**config.mk**
```make
export PLATFORM = sky130hd
export DESIGN_NAME = key_typematic_repeat_unit
export DESIGN_NICKNAME = d
export VERILOG_FILES = /design/src/rtl/ktr_pkg.sv /design/src/rtl/ktr_cfg.sv /design/src/rtl/ktr_eval.sv /design/src/rtl/key_typematic_repeat_unit.sv
export SDC_FILE = /design/constraint.sdc
export NUM_CORES = 1
export LEC_CHECK = 0
export ABC_AREA = 1
export BUFFER_PORTS_ARGS = -buffer_cell sky130_fd_sc_hd__buf_4
export CAP_MARGIN = 20
export CORE_MARGIN = 4
export CORE_UTILIZATION = 26
export CTS_CLUSTER_DIAMETER = 60
export CTS_CLUSTER_SIZE = 12
export DETAILED_ROUTE_END_ITERATION = 16
export PLACE_DENSITY = 0.48
export SLEW_MARGIN = 20
export SYNTH_ARGS = -nofsm -noshare
export SYNTH_HDL_FRONTEND = slang
export SYNTH_SLANG_ARGS = --single-unit
```
**constraint.sdc**
```tcl
create_clock -name i_clk -period 3.1 [get_ports i_clk]
set_input_delay 0 -clock i_clk [delete_from_list [all_inputs] [get_ports i_clk]]
set_output_delay 0 -clock i_clk [all_outputs]
set_load 0.01 [all_outputs]
```
**src/rtl/ktr_pkg.sv**
```systemverilog
// ----------------------------------------------------------------------------
// ktr_pkg: shared types and constants for the typematic repeat unit
// Holds the key-of-interest map, register indexes and the beat structs
// passed between the repeat unit modules.
// ----------------------------------------------------------------------------
package ktr_pkg;

    // Scan code space and field widths
    localparam int SCAN_CODES = 256;
    localparam int CODE_W     = 8;
    localparam int TIME_W     = 32;
    localparam int MS_W       = 12;
    localparam int CFG_IDX_W  = 2;
    localparam int CFG_DATA_W = MS_W;

    // Bit 7 of the raw event byte marks a key press
    localparam int PRESS_BIT = 7;

    // Register indexes
    localparam logic [CFG_IDX_W-1:0] REG_ENABLE   = 2'd0;
    localparam logic [CFG_IDX_W-1:0] REG_DELAY    = 2'd1;
    localparam logic [CFG_IDX_W-1:0] REG_INTERVAL = 2'd2;

    // Register reset values
    localparam logic [MS_W-1:0] DELAY_RESET    = 12'd1000;
    localparam logic [MS_W-1:0] INTERVAL_RESET = 12'd400;

    // Item kinds
    localparam logic ACT_KEY  = 1'b0;
    localparam logic ACT_POLL = 1'b1;

    // One bit per scan code; code 0 is never of interest
    localparam logic [SCAN_CODES-1:0] INTEREST_MAP = SCAN_CODES'(
        256'h00000000_000FAB80_01200000_30000000_00000000_018FFFBF_FFFFFFFF_FFFFFFFE);

    typedef struct packed {
        logic              action;
        logic [CODE_W-1:0] scan_code;
        logic [CODE_W-1:0] key_data;
        logic [TIME_W-1:0] now_ms;
    } t_item;

    typedef struct packed {
        logic            enable;
        logic [MS_W-1:0] delay_ms;
        logic [MS_W-1:0] interval_ms;
    } t_cfg;

    typedef struct packed {
        logic              valid;
        logic [CODE_W-1:0] key_code;
        logic              pressed;
        logic              is_repeat;
    } t_result;

    // Look up a scan code in the key map
    function automatic logic of_interest(input logic [CODE_W-1:0] code);
        logic hit;
        hit = 1'b0;
        if ({1'b0, code} < (CODE_W + 1)'(SCAN_CODES)) begin
            hit = INTEREST_MAP[code];
        end
        return hit;
    endfunction

endpackage

```
**src/rtl/ktr_cfg.sv**
```systemverilog
// ----------------------------------------------------------------------------
// ktr_cfg: configuration registers
// Holds enable, repeat delay and repeat interval; writes to unused indexes
// are dropped.
// ----------------------------------------------------------------------------
module ktr_cfg (
    input  logic                             i_clk,
    input  logic                             i_rst_n,
    input  logic                             i_cfg_we,
    input  logic [ktr_pkg::CFG_IDX_W-1:0]    i_cfg_idx,
    input  logic [ktr_pkg::CFG_DATA_W-1:0]   i_cfg_data,
    output ktr_pkg::t_cfg                    o_cfg
);
    import ktr_pkg::*;

    t_cfg r_cfg;

    // Capture a register write
    always_ff @(posedge i_clk) begin
        if (!i_rst_n) begin
            r_cfg.enable      <= 1'b1;
            r_cfg.delay_ms    <= DELAY_RESET;
            r_cfg.interval_ms <= INTERVAL_RESET;
        end else if (i_cfg_we) begin
            case (i_cfg_idx)
                REG_ENABLE:   r_cfg.enable      <= i_cfg_data[0];
                REG_DELAY:    r_cfg.delay_ms    <= i_cfg_data[MS_W-1:0];
                REG_INTERVAL: r_cfg.interval_ms <= i_cfg_data[MS_W-1:0];
                default:      r_cfg             <= r_cfg;
            endcase
        end
    end

    assign o_cfg = r_cfg;

endmodule

```
**src/rtl/ktr_eval.sv**
```systemverilog
// ----------------------------------------------------------------------------
// ktr_eval: key tracking and repeat decision
// Holds the held key and its timestamps, decides the result of the item
// in the input register and updates the state when that item fires.
// ----------------------------------------------------------------------------
module ktr_eval (
    input  logic             i_clk,
    input  logic             i_rst_n,
    input  logic             i_fire,
    input  ktr_pkg::t_item   i_item,
    input  ktr_pkg::t_cfg    i_cfg,
    output ktr_pkg::t_result o_result
);
    import ktr_pkg::*;

    logic [CODE_W-1:0] r_held_key,    n_held_key;
    logic [TIME_W-1:0] r_press_time,  n_press_time;
    logic [TIME_W-1:0] r_repeat_time, n_repeat_time;

    logic              first_rpt;
    logic [TIME_W-1:0] ref_time;
    logic [TIME_W-1:0] elapsed;
    logic [MS_W-1:0]   limit;
    logic              due;
    logic              down;

    // Wrap-safe elapsed time against press or last repeat
    assign first_rpt = (r_repeat_time == r_press_time);
    assign ref_time  = first_rpt ? r_press_time : r_repeat_time;
    assign limit     = first_rpt ? i_cfg.delay_ms : i_cfg.interval_ms;
    assign elapsed   = i_item.now_ms - ref_time;
    assign due       = !elapsed[TIME_W-1] && (elapsed >= {{(TIME_W-MS_W){1'b0}}, limit});
    assign down      = i_item.key_data[PRESS_BIT];

    // Decide the result and the next state
    always_comb begin
        o_result      = '0;
        n_held_key    = r_held_key;
        n_press_time  = r_press_time;
        n_repeat_time = r_repeat_time;
        if (i_cfg.enable) begin
            if (i_item.action == ACT_KEY) begin
                if (of_interest(i_item.scan_code)) begin
                    o_result.valid    = 1'b1;
                    o_result.key_code = i_item.scan_code;
                    o_result.pressed  = down;
                    if (down) begin
                        n_held_key    = i_item.scan_code;
                        n_press_time  = i_item.now_ms;
                        n_repeat_time = i_item.now_ms;
                    end else if (i_item.scan_code == r_held_key) begin
                        n_held_key = '0;
                    end
                end
            end else if ((r_held_key != '0) && due) begin
                o_result.valid     = 1'b1;
                o_result.key_code  = r_held_key;
                o_result.pressed   = 1'b1;
                o_result.is_repeat = 1'b1;
                n_repeat_time      = i_item.now_ms;
            end
        end
    end

    // Commit state when the item leaves the input register
    always_ff @(posedge i_clk) begin
        if (!i_rst_n) begin
            r_held_key    <= '0;
            r_press_time  <= '0;
            r_repeat_time <= '0;
        end else if (i_fire) begin
            r_held_key    <= n_held_key;
            r_press_time  <= n_press_time;
            r_repeat_time <= n_repeat_time;
        end
    end

endmodule

```
**src/rtl/key_typematic_repeat_unit.sv**
```systemverilog
// ----------------------------------------------------------------------------
// key_typematic_repeat_unit: keyboard auto-repeat generator
// Echoes key events for mapped scan codes and emits repeats of the held
// key on poll beats after the configured delay and interval.
// ----------------------------------------------------------------------------
// Each beat passes through the input register and then the result register,
// where it is held while the output is stalled. Its result is loaded into the
// result register when the beat fires from the input register. A new beat is
// accepted every cycle while the output is not stalled.
// The rate is set by the combinational decision between the two registers,
// whose longest path is the 32-bit wrap-safe subtract and compare.
// Key beats for unmapped codes, disabled beats and polls that are not due
// give no output beat. Write configuration only while no beat is in flight.
module key_typematic_repeat_unit (
    input  logic                           i_clk,
    input  logic                           i_rst_n,
    // Input channel
    input  logic                           i_in_valid,
    output logic                           o_in_stall,
    input  logic                           i_action,
    input  logic [ktr_pkg::CODE_W-1:0]     i_scan_code,
    input  logic [ktr_pkg::CODE_W-1:0]     i_key_data,
    input  logic [ktr_pkg::TIME_W-1:0]     i_now_ms,
    // Output channel
    output logic                           o_out_valid,
    input  logic                           i_out_stall,
    output logic [ktr_pkg::CODE_W-1:0]     o_key_code,
    output logic                           o_pressed,
    output logic                           o_is_repeat,
    // Configuration
    input  logic                           i_cfg_we,
    input  logic [ktr_pkg::CFG_IDX_W-1:0]  i_cfg_idx,
    input  logic [ktr_pkg::CFG_DATA_W-1:0] i_cfg_data
);
    import ktr_pkg::*;

    t_cfg    cfg;
    t_result result;

    logic    r_in_valid;
    t_item   r_item;
    logic    r_out_valid;
    t_result r_out;

    logic    out_free;
    logic    fire;
    logic    in_accept;

    // Handshake: the result register frees when empty or taken
    assign out_free   = !r_out_valid || !i_out_stall;
    assign fire       = r_in_valid && out_free;
    assign o_in_stall = r_in_valid && !out_free;
    assign in_accept  = i_in_valid && !o_in_stall;

    ktr_cfg u_cfg (
        .i_clk      (i_clk),
        .i_rst_n    (i_rst_n),
        .i_cfg_we   (i_cfg_we),
        .i_cfg_idx  (i_cfg_idx),
        .i_cfg_data (i_cfg_data),
        .o_cfg      (cfg)
    );

    ktr_eval u_eval (
        .i_clk    (i_clk),
        .i_rst_n  (i_rst_n),
        .i_fire   (fire),
        .i_item   (r_item),
        .i_cfg    (cfg),
        .o_result (result)
    );

    // Input register: load a beat, drop it once it fires
    always_ff @(posedge i_clk) begin
        if (!i_rst_n) begin
            r_in_valid <= 1'b0;
        end else if (in_accept) begin
            r_in_valid <= 1'b1;
        end else if (fire) begin
            r_in_valid <= 1'b0;
        end
    end

    always_ff @(posedge i_clk) begin
        if (in_accept) begin
            r_item.action    <= i_action;
            r_item.scan_code <= i_scan_code;
            r_item.key_data  <= i_key_data;
            r_item.now_ms    <= i_now_ms;
        end
    end

    // Result register: hold while stalled, refill from the decision
    always_ff @(posedge i_clk) begin
        if (!i_rst_n) begin
            r_out_valid <= 1'b0;
        end else if (out_free) begin
            r_out_valid <= fire && result.valid;
        end
    end

    always_ff @(posedge i_clk) begin
        if (fire && out_free) begin
            r_out <= result;
        end
    end

    assign o_out_valid = r_out_valid;
    assign o_key_code  = r_out.key_code;
    assign o_pressed   = r_out.pressed;
    assign o_is_repeat = r_out.is_repeat;

    // Checks
    a_repeat_pressed : assert property (@(posedge i_clk) disable iff (!i_rst_n)
        o_out_valid && o_is_repeat |-> o_pressed)
        else $error("repeat beat without pressed");

    a_repeat_key : assert property (@(posedge i_clk) disable iff (!i_rst_n)
        o_out_valid && o_is_repeat |-> o_key_code != '0)
        else $error("repeat beat reports no key");

    a_stall_full : assert property (@(posedge i_clk) disable iff (!i_rst_n)
        o_in_stall |-> o_out_valid && i_out_stall && r_in_valid)
        else $error("input stalled while pipeline can advance");

    a_disabled_quiet : assert property (@(posedge i_clk) disable iff (!i_rst_n)
        fire && !cfg.enable |=> !o_out_valid)
        else $error("output beat while disabled");

endmodule

```
==> run_results.csv <==
group,metric,value,unit
sta,whs,46.3,ps
cells_and_area,nets,1607,
power_and_ir_drop,pwr-share-seq,0.390,
floorplan,core_area,0.0336,mm^2
sta,drv_slew,0,
floorplan,initial_core_util,0.264,
cells_and_area,final_core_util,0.377,
yosys,ys_warn_count,0,
route,wl_per_cell,14.7,um
cts,cts_made_buffers,17,
route,avgViaCountPerCell,4.41,
placed_design,place_area,0.0109,mm^2
cts,clockBufferDepth,2,
yosys,synth_area,0.00888,mm^2
sta,fmax,257,MHz
cells_and_area,area_delta_synth_final,42.8,%
power_and_ir_drop,vdd_drop_max,353,uV
power_and_ir_drop,p_leak,5.82,nW
sta,period_share,1.26,
outcome,violations,"negative setup slack",
floorplan,dieArea,0.0372,mm^2
power_and_ir_drop,p_comb_frac,0.266,
outcome,status,"finished with violations",
route,ant_nets,0,
cts,insertion_delay,430,ps
placed_design,gp_congestion,0.871,
sta,rsz0062_at_grt,"true",
floorplan,die_w,193,um
sta,setup_viol,43,
setup_path,crit_type,"reg -> reg",
cts,cts_sinks,152,
yosys,yosysMostFrequentCell,"nand2_1",
sta,tns,-32210,ps
grt,gr-total-overflow,0,
setup_path,crit_required,3420,ps
placed_design,numPortBuffers,72,
yosys,synth_edf_count,52,
sta,fin_worst_skew,10.6,ps
yosys,ys_seq_area_frac,0.401,
cells_and_area,nFillCells,3504,
power_and_ir_drop,power_density,450,mW/mm^2
job,drv_cap,0,
yosys,yosysTopAreaCellShare,0.226,
yosys,ys_seq_elements,152,
sta,worst_pin_slew,725,ps
grt,track_usage,0.151,
cells_and_area,finish.instance_area,0.0127,mm^2
sta,fin_ws,-797,ps
yosys,syn_inst,1239,
setup_path,crit_path_end_kind,"flip-flop",
sta,worst_slew_margin_rel,0.516,
route,wl,28.8,mm
grt,grt_max_degree,65,
route,drt-initial-drc-count,444,
grt,grt_pass1_vias,8341,
route,dr.pass1.iters,6,
route,via_count,8623,
setup_path,cp-start-kind,"flip-flop",
cts,root_buffer,"clkbuf_16",
floorplan,chipHeight,193,um
yosys,synth.top_cells.by_area,"dfxtp_1 (23%), edfxtp_1 (18%), nand2_1 (13%)",
power_and_ir_drop,p_clk_frac,0.344,
power_and_ir_drop,p_sw_frac,0.315,
grt,grt_pass1_wl,44.2,mm
floorplan,io_pins,80,
route,route.detailed.drc,0,
setup_path,worstPathArrival,4220,ps
floorplan,row_count,67,
yosys,ys.flop_type,"dfxtp_1",
yosys,synth-async-reset-ratio,0,
cts,clk_transition_reported_paths,60,ps
yosys,yosysTopAreaCell,"dfxtp_1",
sta,hold_viol_final,0,
power_and_ir_drop,switchingPower,0.00179,W
setup_path,critical_path_peak_fanout,6,
power_and_ir_drop,intPower,0.00391,W
cts,htreeDepth,4,
placed_design,dp_hpwl,21.1,mm
yosys,synth.avg_cell_area,7.16,um^2
yosys,ys_types,41,
yosys,syn_nets,1351,
cells_and_area,num_antenna_cells,0,
yosys,synth_commonest_cells,"nand2_1 (300), inv_1 (190), nor2_1 (121)",
sta,finalCriticalPeriod,3900,ps
cells_and_area,drive_gt1_frac,0.234,
grt,antenna_found_initial,0,
cts,cts_tree,"yes",
hold_path,hold_path.class,"in -> reg",
-- path summary, 6_finish.rpt --
check | startpoint | to | slack [ps] | cells after the start
worst max-delay path | u_eval.r_press_time[24]$_SDFFE_PN0P_ | u_eval.r_repeat_time[20]$_SDFFE_PN0P_ | -800 | 25
worst min-delay path | i_cfg_we | u_cfg.o_cfg[24]$_SDFFE_PN1P_ | 50 | 4
worst max register to register | u_eval.r_press_time[24]$_SDFFE_PN0P_ | u_eval.r_repeat_time[20]$_SDFFE_PN0P_ | -800 | 25
worst min register to register | u_cfg.o_cfg[20]$_SDFFE_PN1P_ | u_cfg.o_cfg[20]$_SDFFE_PN1P_ | 460 | 2
-- logic make-up after synthesis --
group	Yosys count	share of synthesized area
flip-flops	152	0.401
adder cells (fa/ha/maj)	44	0.0629
AO/OA/AOI/OAI	206	0.122
buffers and inverters	237	0.104
AND/OR/NAND/NOR	549	0.257
multiplexers	12	0.0137
XOR/XNOR	39	0.0385
-- sequential cells by signal, summed over array words and instances, names as in the netlist, named ones only --
signal and count:
u_eval.r_repeat_time 32, u_cfg.o_cfg 25, u_eval.r_held_key 8, o_is_repeat 1, r_in_valid 1, o_out_valid 1
o_key_code 8, r_item 42, o_pressed 1, u_eval.r_press_time 32
-- stage by stage --
step                      total power, W  instances  setup slack [ps]
after CTS                        0.00562       1944              -689
final                            0.00570       1956              -797
after floorplan                  0.00301       1239              -148
after detailed placement         0.00352       1851              -978
after global placement           0.00351       1851             -1020
after global routing             0.00603       1956             -1030
-- layout make-up --
cell class	count	area [um^2]	area share
clock buffers	20	447	0.0352
repair buffers	274	2390	0.188
clock inverters	12	95.1	0.00750
well taps	448	561	0.0442
flip-flops and latches	152	3590	0.283
multi-input cells	851	4850	0.383
inverters	199	747	0.0589
-- power groups by stage --
stage	Clock [W]	Combinational (W)	Sequential [W]
2_1_floorplan	0	0.000770	0.00224
3_3_place_gp	0	0.00125	0.00227
3_5_place_dp	0	0.00126	0.00226
4_1_cts	0.00202	0.00138	0.00222
5_1_grt	0.00211	0.00169	0.00224
6_report	0.00196	0.00151	0.00223
-- what timing repair did --
item	4_1_cts	5_1_grt
pin swaps	2	27
gates cloned	1	11
endpoints found under the setup margin	43	43
endpoints found under the hold margin	87	0
hold buffers	58	0
resized for setup	40	63
setup buffers	2	2
-- layer usage --
metal,part of all wire,global-route usage,vias to the layer above
li1,-,-,4513
met1,0.47,0.204,3952
met2,0.49,0.254,138
met3,0.031,0.0230,20
met4,0.011,0.0381,0
met5,0,0,-
-- layout by cell type (no fill, tap or decap), types with 15 or more instances in the layout --
cell type,count
dlygate4sd3_1,58
a21oi_2,18
buf_4,196
nand3_1,69
inv_2,15
dfxtp_1,86
edfxtp_1,52
ha_1,41
clkbuf_16,23
o21ai_0,71
a21oi_1,88
nand2_1,295
inv_1,183
xor2_1,17
nor2_1,119
-- critical path, stage by stage, from the launching register on --
cell,delay [ps]
dfxtp_4,360
xnor2_4,220
nand4_1,200
nor4_4,350
nand3_2,200
buf_6,190
mux2_4,310
ha_4,210
nand2_2,50
nor2_1,40
and2_1,140
nor2_1,80
nand2_1,60
nand2_1,50
nand2_1,50
nor2_1,100
nand2_1,50
nor2_1,90
nand3_1,90
nor2_2,150
nand3_4,130
nand2_8,130
nand2_8,100
clkbuf_16,210
a21oi_1,120
nor2_1,70
Power figures use the tool's default switching activity.
